==> src/hw/rtl/qgcf_pkg.sv <==
// Shared types and constants for the quadratic generator cycle finder.
// Used by qgcf_arith and quadratic_generator_cycle_finder; no dependencies.
package qgcf_pkg;

    // Hash table geometry
    localparam int TABLE_ADDR_W = 16;
    localparam int TABLE_DEPTH  = 1 << TABLE_ADDR_W;
    localparam int COUNT_W      = TABLE_ADDR_W + 1;

    // Field widths
    localparam int DATA_W   = 64;
    localparam int HALF_W   = DATA_W / 2;
    localparam int STEP_W   = 16;
    localparam int REPEAT_W = 17;
    localparam int CFG_AW   = 2;

    // 0.32 fixed-point golden ratio for Fibonacci hashing
    localparam logic [HALF_W-1:0] FIB_MULT = 32'h9E37_79B9;

    // Configuration register indexes
    typedef enum logic [CFG_AW-1:0] {
        CFG_MODULUS       = 2'd0,
        CFG_COEF_SQUARE   = 2'd1,
        CFG_COEF_LINEAR   = 2'd2,
        CFG_COEF_CONSTANT = 2'd3
    } cfg_idx_t;

    typedef struct packed {
        logic [DATA_W-1:0] modulus;
        logic [DATA_W-1:0] coef_square;
        logic [DATA_W-1:0] coef_linear;
        logic [DATA_W-1:0] coef_constant;
    } cfg_t;

    // Response of the arithmetic unit
    typedef struct packed {
        logic                    done;
        logic [DATA_W-1:0]       next_state;
        logic [TABLE_ADDR_W-1:0] index;
    } arith_rsp_t;

endpackage

==> src/hw/rtl/qgcf_arith.sv <==
// Iterative arithmetic unit: hash of the current state and next generator state.
// One shared 32x32 multiplier and a bit-serial restoring modulo; uses qgcf_pkg.
module qgcf_arith (
    input  logic                          clk,
    input  logic                          rst_n,
    input  logic                          start,
    input  logic [qgcf_pkg::DATA_W-1:0]   state_in,
    input  qgcf_pkg::cfg_t                cfg,
    output qgcf_pkg::arith_rsp_t          rsp
);

    typedef enum logic [2:0] {
        A_IDLE, A_HASH_MUL, A_HASH_ACC, A_MUL, A_ACC, A_SUM, A_DIV, A_DONE
    } a_state_t;

    typedef enum logic [1:0] { OP_SS, OP_TA, OP_SB } op_t;

    localparam int DW = qgcf_pkg::DATA_W;
    localparam int HW = qgcf_pkg::HALF_W;
    localparam int AW = qgcf_pkg::TABLE_ADDR_W;
    localparam int CNT_W = $clog2(DW);

    a_state_t          state_reg, state_next;
    op_t               op_reg, op_next;
    logic [1:0]        pp_reg, pp_next;
    logic [DW-1:0]     s_reg, s_next;
    logic [DW-1:0]     x_reg, x_next;
    logic [DW-1:0]     y_reg, y_next;
    logic [DW-1:0]     acc_reg, acc_next;
    logic [DW-1:0]     prod_reg, prod_next;
    logic [DW-1:0]     t_reg, t_next;
    logic [DW-1:0]     u_reg, u_next;
    logic [DW-1:0]     rem_reg, rem_next;
    logic [DW-1:0]     dvd_reg, dvd_next;
    logic [DW-1:0]     res_reg, res_next;
    logic [CNT_W-1:0]  cnt_reg, cnt_next;
    logic [AW-1:0]     idx_reg, idx_next;

    logic [HW-1:0]     mul_a, mul_b;
    logic [DW-1:0]     product;
    logic [DW-1:0]     acc_sum;
    logic [DW-1:0]     sum_v;
    logic [DW:0]       div_r;
    logic [DW:0]       div_d;
    logic [DW-1:0]     rem_step;

    // Select partial-product operands for the shared multiplier
    always_comb
    begin
        mul_a = x_reg[HW-1:0];
        mul_b = y_reg[HW-1:0];
        if (state_reg == A_HASH_MUL)
        begin
            mul_a = s_reg[HW-1:0];
            mul_b = qgcf_pkg::FIB_MULT;
        end
        else if (pp_reg == 2'd1)
        begin
            mul_b = y_reg[DW-1:HW];
        end
        else if (pp_reg == 2'd2)
        begin
            mul_a = x_reg[DW-1:HW];
        end
    end

    assign product = mul_a * mul_b;

    // Accumulate the wrapped 64-bit product
    assign acc_sum = (pp_reg == 2'd0) ? acc_reg + prod_reg
                                      : acc_reg + {prod_reg[HW-1:0], {HW{1'b0}}};

    assign sum_v = t_reg + u_reg + cfg.coef_constant;

    // One restoring-division step on the remainder
    assign div_r    = {rem_reg, dvd_reg[DW-1]};
    assign div_d    = {1'b0, cfg.modulus};
    assign rem_step = (div_r >= div_d) ? DW'(div_r - div_d) : div_r[DW-1:0];

    always_comb
    begin
        state_next = state_reg;
        op_next    = op_reg;
        pp_next    = pp_reg;
        s_next     = s_reg;
        x_next     = x_reg;
        y_next     = y_reg;
        acc_next   = acc_reg;
        prod_next  = prod_reg;
        t_next     = t_reg;
        u_next     = u_reg;
        rem_next   = rem_reg;
        dvd_next   = dvd_reg;
        res_next   = res_reg;
        cnt_next   = cnt_reg;
        idx_next   = idx_reg;
        unique case (state_reg)
            A_IDLE:
            begin
                if (start)
                begin
                    s_next     = state_in;
                    state_next = A_HASH_MUL;
                end
            end
            A_HASH_MUL:
            begin
                prod_next  = product;
                state_next = A_HASH_ACC;
            end
            A_HASH_ACC:
            begin
                idx_next   = prod_reg[AW-1:0];
                x_next     = s_reg;
                y_next     = s_reg;
                op_next    = OP_SS;
                pp_next    = 2'd0;
                acc_next   = '0;
                state_next = A_MUL;
            end
            A_MUL:
            begin
                prod_next  = product;
                state_next = A_ACC;
            end
            A_ACC:
            begin
                if (pp_reg != 2'd2)
                begin
                    acc_next   = acc_sum;
                    pp_next    = pp_reg + 2'd1;
                    state_next = A_MUL;
                end
                else
                begin
                    acc_next = '0;
                    pp_next  = 2'd0;
                    unique case (op_reg)
                        OP_SS:
                        begin
                            x_next     = acc_sum;
                            y_next     = cfg.coef_square;
                            op_next    = OP_TA;
                            state_next = A_MUL;
                        end
                        OP_TA:
                        begin
                            t_next     = acc_sum;
                            x_next     = s_reg;
                            y_next     = cfg.coef_linear;
                            op_next    = OP_SB;
                            state_next = A_MUL;
                        end
                        OP_SB:
                        begin
                            u_next     = acc_sum;
                            state_next = A_SUM;
                        end
                        default:
                        begin
                            state_next = A_IDLE;
                        end
                    endcase
                end
            end
            A_SUM:
            begin
                if (cfg.modulus == '0)
                begin
                    res_next   = sum_v;
                    state_next = A_DONE;
                end
                else
                begin
                    rem_next   = '0;
                    dvd_next   = sum_v;
                    cnt_next   = '0;
                    state_next = A_DIV;
                end
            end
            A_DIV:
            begin
                rem_next = rem_step;
                dvd_next = {dvd_reg[DW-2:0], 1'b0};
                cnt_next = cnt_reg + 1'b1;
                if (&cnt_reg)
                begin
                    res_next   = rem_step;
                    state_next = A_DONE;
                end
            end
            A_DONE:
            begin
                state_next = A_IDLE;
            end
            default:
            begin
                state_next = A_IDLE;
            end
        endcase
    end

    // Hold sequencer state, operation and step counters
    always_ff @(posedge clk or negedge rst_n)
    begin
        if (!rst_n)
        begin
            state_reg <= A_IDLE;
            op_reg    <= OP_SS;
            pp_reg    <= 2'd0;
            cnt_reg   <= '0;
        end
        else
        begin
            state_reg <= state_next;
            op_reg    <= op_next;
            pp_reg    <= pp_next;
            cnt_reg   <= cnt_next;
        end
    end

    always_ff @(posedge clk)
    begin
        s_reg    <= s_next;
        x_reg    <= x_next;
        y_reg    <= y_next;
        acc_reg  <= acc_next;
        prod_reg <= prod_next;
        t_reg    <= t_next;
        u_reg    <= u_next;
        rem_reg  <= rem_next;
        dvd_reg  <= dvd_next;
        res_reg  <= res_next;
        idx_reg  <= idx_next;
    end

    assign rsp.done       = (state_reg == A_DONE);
    assign rsp.next_state = res_reg;
    assign rsp.index      = idx_reg;

endmodule
==> config.mk <==
export PLATFORM = sky130hd
export DESIGN_NAME = qgcf_arith
export DESIGN_NICKNAME = d
export VERILOG_FILES = /design/src/hw/rtl/qgcf_pkg.sv /design/src/hw/rtl/qgcf_arith.sv
export SDC_FILE = /design/constraint.sdc
export NUM_CORES = 2
export LEC_CHECK = 0
export ABC_CLOCK_PERIOD_IN_PS = 15150
export BUFFER_PORTS_ARGS = -buffer_cell sky130_fd_sc_hd__buf_2
export CORE_MARGIN = 4
export CORE_UTILIZATION = 69
export DETAILED_ROUTE_END_ITERATION = 10
export PLACE_DENSITY = 0.87
export SETUP_SLACK_MARGIN = 0.1
export SLEW_MARGIN = 10
export SYNTH_ARGS = -nofsm -noshare
export SYNTH_HDL_FRONTEND = slang
export SYNTH_SLANG_ARGS = --single-unit
export TNS_END_PERCENT = 100
==> constraint.sdc <==
create_clock -name clk -period 15.15 [get_ports clk]
set_clock_uncertainty 0.2 [all_clocks]
set_input_delay 0.7575 -clock clk [delete_from_list [all_inputs] [get_ports clk]]
set_output_delay 0.7575 -clock clk [all_outputs]
set_load 0.01 [all_outputs]
Yosys cells after proc, flatten, opt, wreduce, memory -nomap -nowiden
Index checks and enable logic that the tools add are counted.
{"block": "word_totals", "ff_bits": 669}
{"block": "op_classes", "add_sub_neg": 7, "n_reduce_logical": 16, "n_bitwise": 1, "n_mul": 1, "n_lt_le_gt_ge": 1, "eq_ne": 18, "muxes": 35}
{"operator": "one-hot mux 64 bit (2 select lines)", "n": 8}
{"operator": "two-way mux 64 bit", "n": 9}
{"operator": "adder 64 bit", "n": 4}
{"operator": "two-way mux 32 bit", "n": 5}
{"operator": ">= comparator 65 x 64 -> 1 bit", "n": 1}
{"operator": "logical NOT 64 bit", "n": 1}
{"operator": "multiplier 32 x 32 -> 64 bit", "n": 1}
{"operator": "subtractor 64 bit", "n": 1}
{"operator": "one-hot mux 3 bit (8 select lines)", "n": 1}
{"operator": "equality test 3 bit (second input constant)", "n": 4}
{"operator": "!= test 2 bit (second input constant)", "n": 6}
{"operator": "one-hot mux 2 bit (2 select lines)", "n": 3}
{"operator": "one-hot mux 6 bit (2 select lines)", "n": 1}
{"operator": "AND reduction 3 bit", "n": 4}
{"operator": "two-way mux 3 bit", "n": 3}
{"operator": "adder 6 x 1 -> 6 bit (second input constant)", "n": 1}
{"operator": "equality test 3 x 2 -> 1 bit (second input constant)", "n": 2}
{"operator": "two-way mux 6 bit", "n": 1}
{"operator": "one-hot mux 3 bit (2 select lines)", "n": 1}
{"operator": "AND reduction 2 bit", "n": 3}
{"operator": "AND reduction 6 bit", "n": 1}
{"operator": "equality test 2 x 1 -> 1 bit (second input constant)", "n": 2}
{"operator": "equality test 2 bit (second input constant)", "n": 2}
{"operator": "logical NOT 2 bit", "n": 2}
{"operator": "other kinds (9)", "n": 12}

Longest topological paths before layout
{"block": "depth", "depth_word": 5, "depth_mapped": 36, "mapped_depth_nobuf": 31}

Worst setup path before layout
Ideal clock, no wire load.
{"block": "synth_path", "path_kind": "flip-flop to flip-flop", "from": "register pp_reg[0]", "to": "register prod_reg[62], data pin", "arrival_ns": 9.236, "path_slack_ns": 5.457, "setup_time_ns": 0.258, "stages_incl_launch_ff": 33, "required_ns": 14.692, "path_cell_list": "dfrtp_1 nor2b_1 clkbuf_1 clkbuf_1 clkbuf_1 mux2i_1 or2_2 clkbuf_1 buf_1 nor2_1 fa_1 fa_1 fa_1 inv_1 fa_1 inv_1 fa_1 fa_1 fa_1 fa_1 ha_1 buf_2 a21o_1 a211o_1 a311oi_2 a21oi_1 o311ai_2 o21ai_2 a221o_1 or4_1 a31oi_1 o21ai_1 xnor2_1"}
{"block": "synth_via", "elab_chain_cells": 5}
{"element": "start: declaration", "line": "qgcf_arith.sv:25", "source": "logic [1:0] pp_reg, pp_next;"}
{"element": "start signal: assignment", "line": "qgcf_arith.sv:217", "source": "pp_reg <= pp_next;"}
{"element": "equality test 2 bit", "line": "qgcf_arith.sv:61", "source": "else if (pp_reg == 2'd2)"}
{"element": "two-way mux 32 bit", "line": "qgcf_arith.sv:61"}
{"element": "two-way mux 32 bit", "line": "qgcf_arith.sv:57", "source": "else if (pp_reg == 2'd1)"}
{"element": "two-way mux 32 bit", "line": "qgcf_arith.sv:52", "source": "if (state_reg == A_HASH_MUL)"}
{"element": "multiplier 32 x 32 -> 64 bit *", "line": "qgcf_arith.sv:67", "source": "assign product = mul_a * mul_b;"}
{"element": "named net product[62]", "line": "qgcf_arith.sv:40", "source": "logic [DW-1:0] product;"}
{"element": "end signal: assignment", "line": "qgcf_arith.sv:228", "source": "prod_reg <= prod_next;"}
{"element": "end: declaration", "line": "qgcf_arith.sv:30", "source": "logic [DW-1:0] prod_reg, prod_next;"}
Mark *: on every way through the listed nets, which the timed path passes. The rest lies on a longest branch.
A chain may end at the register's enable or synchronous reset.

Worst setup path after layout
{"block": "layout_path", "from": "register state_reg[2]", "to": "register prod_reg[62], data pin"}
{"block": "layout_via", "elab_chain_cells": 3}
{"element": "start: declaration", "line": "qgcf_arith.sv:23", "source": "a_state_t state_reg, state_next;"}
{"element": "start signal: assignment", "line": "qgcf_arith.sv:215", "source": "state_reg <= state_next;"}
{"element": "equality test 3 x 1 -> 1 bit *", "line": "qgcf_arith.sv:52"}
{"element": "two-way mux 32 bit", "line": "qgcf_arith.sv:52"}
{"element": "multiplier 32 x 32 -> 64 bit *", "line": "qgcf_arith.sv:67"}
{"element": "named net product[62]", "line": "qgcf_arith.sv:40"}
Marked as above.

==> metrics.txt <==
status finished, final reports clean; instance count on the critical path 28; first drt pass iteration count 9; Crit Path Class flop to flop; unrepaired setup endpoints after global routing false; HP Class input port to flop; worst hold stages 1; vias in the first global route 63900; maximum buffer depth of the clock tree 3; worst r2r src state_reg[2]; cell taking the most area after synthesis edfxtp_1; routed wire length 276 mm; largest cells by area after synthesis edfxtp_1, fa_1, ha_1, nand2_1, inv_1; hold_sp state_in[3]; max-cap violation count 0; Seq cells post-synth 669; Final Cycle Share 74.3%; total negative setup slack 0 ps; hold-fix buffers at CTS 1; H-tree depth 3; Vias/cell 6.68; Final setup viols 0; EDFF count, synth 656; most common cell in the netlist nand2_1; die width 333 µm; Clk Latency, worst-skew pair 690 ps; IO Pins 404; CTS clock-pin slew for the worst setup and hold paths 70 ps; Initial Util 69.4%; CTS tree done; overflow left after global routing 0; CP most frequent cell fa_1; share of cells above drive strength 1 9.08%; slowest stage delay, CP 1030 ps; post_cts resized 0; # fillers 7356; Synth cell types 90; routability cong. 1.08; CP max FO 36; ys flop type edfxtp_1; first-pass GRT wire length 402 mm; Synth Area per Inst 9.38 µm²; sequential share of the synthesized area 27.4%; CP endpoint kind flop; Vias 63000; Mapped Area 0.0730 mm²; Post-CTS Repair Setup Buffers 0; DRT antenna net count 0; Starting DRT DRC Count 8310; Final Hold Violating Endpoints 0; slowest cell on the critical path nand3_1; Multi-input gate area 0.0477 mm²; # rows 119; port buffer count 403; die area 0.111 mm²; DR WL/cell 29.3 µm; DP HPWL 212 mm; post-synth top area share 27.0%; Area Overhead vs Synth 7.96%; buffers and inverters on the worst path 5; fraction of registers with async set/reset 1.94%; core area 0.105 mm²; CTS Buf Count 75; Setup crit start state_reg[2]; Largest delay share family, worst path adder cells; CTS Sinks 669; Post-synth top cells nand2_1, inv_1, nor2_1, fa_1, edfxtp_1; post-layout min period 11260 ps; initial antenna violation count 20; root buffer selected by CTS clkbuf_16; Yosys Warn Count 0; Setup crit start kind flop; Slew headroom 14.9%; register area 0.0200 mm²; DRC viols 0; syn_nets 9551; fmax 88.8 MHz; Cells after Synth 7781; total track usage 49.2%; Die Y 333 µm; Slew @ Worst Pin 1270 ps; fin. max-slew vios 0; Worst R2R Path Depth 28; Critical Path AT 11470 ps; largest net degree at the start of global routing 122; layout net count 9733; Req. time, crit path 15360 ps
logic make-up after synthesis:
kind of cell | after synthesis | share of synthesized area [%]
simple gates | 2527 | 14.5
buf+inv | 1450 | 7.50
fa+ha+maj | 1447 | 34.7
compound gates | 1352 | 11.7
flops | 669 | 27.4
xor+xnor | 248 | 2.99
mux | 88 | 1.21
layer usage:
metal	track usage, %	part of all wire (%)
met3	17.6	14
met1	56.9	32
met4	42.3	11
met2	73.2	43
met5	0.0851	0.020
area by class of cell:
type                    instances  share of cell area (%)
diodes                         18                  0.0572
clock buffers                  86                    2.47
clock inverters                50                   0.777
inverters                    1052                    5.02
multi-input cells            5662                    60.5
flip-flops and latches        669                    25.4
well taps                    1391                    2.21
repair buffers                503                    3.54
metrics by stage:
| stage | area (µm²) | hold slack, ps | setup slack, ps | std cells | utilization, % |
|---|---|---|---|---|---|
| 3_3_place_gp | 76100 | 274 | 4650 | 9275 | 72.4 |
| 5_1_grt | 78700 | 62.6 | 3720 | 9416 | 74.9 |
| 6_report | 78800 | 52.1 | 3890 | 9431 | 74.9 |
| 4_1_cts | 78700 | 43.1 | 4160 | 9412 | 74.9 |
| 3_5_place_dp | 76100 | 287 | 4240 | 9275 | 72.4 |
| 2_1_floorplan | 73000 | 257 | 5460 | 7781 | - |
worst register-to-register path: cells and delay by family (launching register included):
| family | cells | cell delay [ps] |
|---|---|---|
| compound gates | 9 | 2940 |
| xor+xnor | 1 | 140 |
| fa+ha+maj | 9 | 4010 |
| buf+inv | 5 | 1030 |
| flops | 1 | 640 |
| simple gates | 4 | 2030 |
final timing paths:
| kind | to | slack, ps |
|---|---|---|
| max | prod_reg[62] | 3890 |
| min | s_reg[3] | 50 |
| max reg2reg | prod_reg[62] | 3890 |
| min reg2reg | dvd_reg[21] | 320 |
| max in group asynchronous | pp_reg[0] | 13950 |
| min in group asynchronous | cnt_reg[2] | 450 |
layout by cell type (no fill, tap or decap), drive strengths merged, types with 18 or more instances in the layout:
| cell type | n |
|---|---|
| a21o | 216 |
| a21oi | 397 |
| nor4 | 26 |
| o211ai | 21 |
| diode | 18 |
| clkinv | 29 |
| nand4 | 54 |
| clkbuf | 86 |
| nand2b | 51 |
| nand2 | 1054 |
| and3 | 63 |
| xor2 | 96 |
| o21ai | 311 |
| o21a | 40 |
| ha | 484 |
| or3 | 22 |
| nor2 | 1007 |
| nor2b | 44 |
| fa | 963 |
| nor3 | 46 |
| edfxtp | 656 |
| nand3 | 81 |
| and2 | 21 |
| or2 | 32 |
| o31ai | 20 |
| xnor2 | 152 |
| inv | 1060 |
| o21bai | 56 |
| a211oi | 36 |
| a31oi | 94 |
| mux2i | 86 |
| buf | 502 |
Power is left out: the tool's default activity adds up to more than one toggle a clock period on the data nets, which glitch-free logic cannot reach.
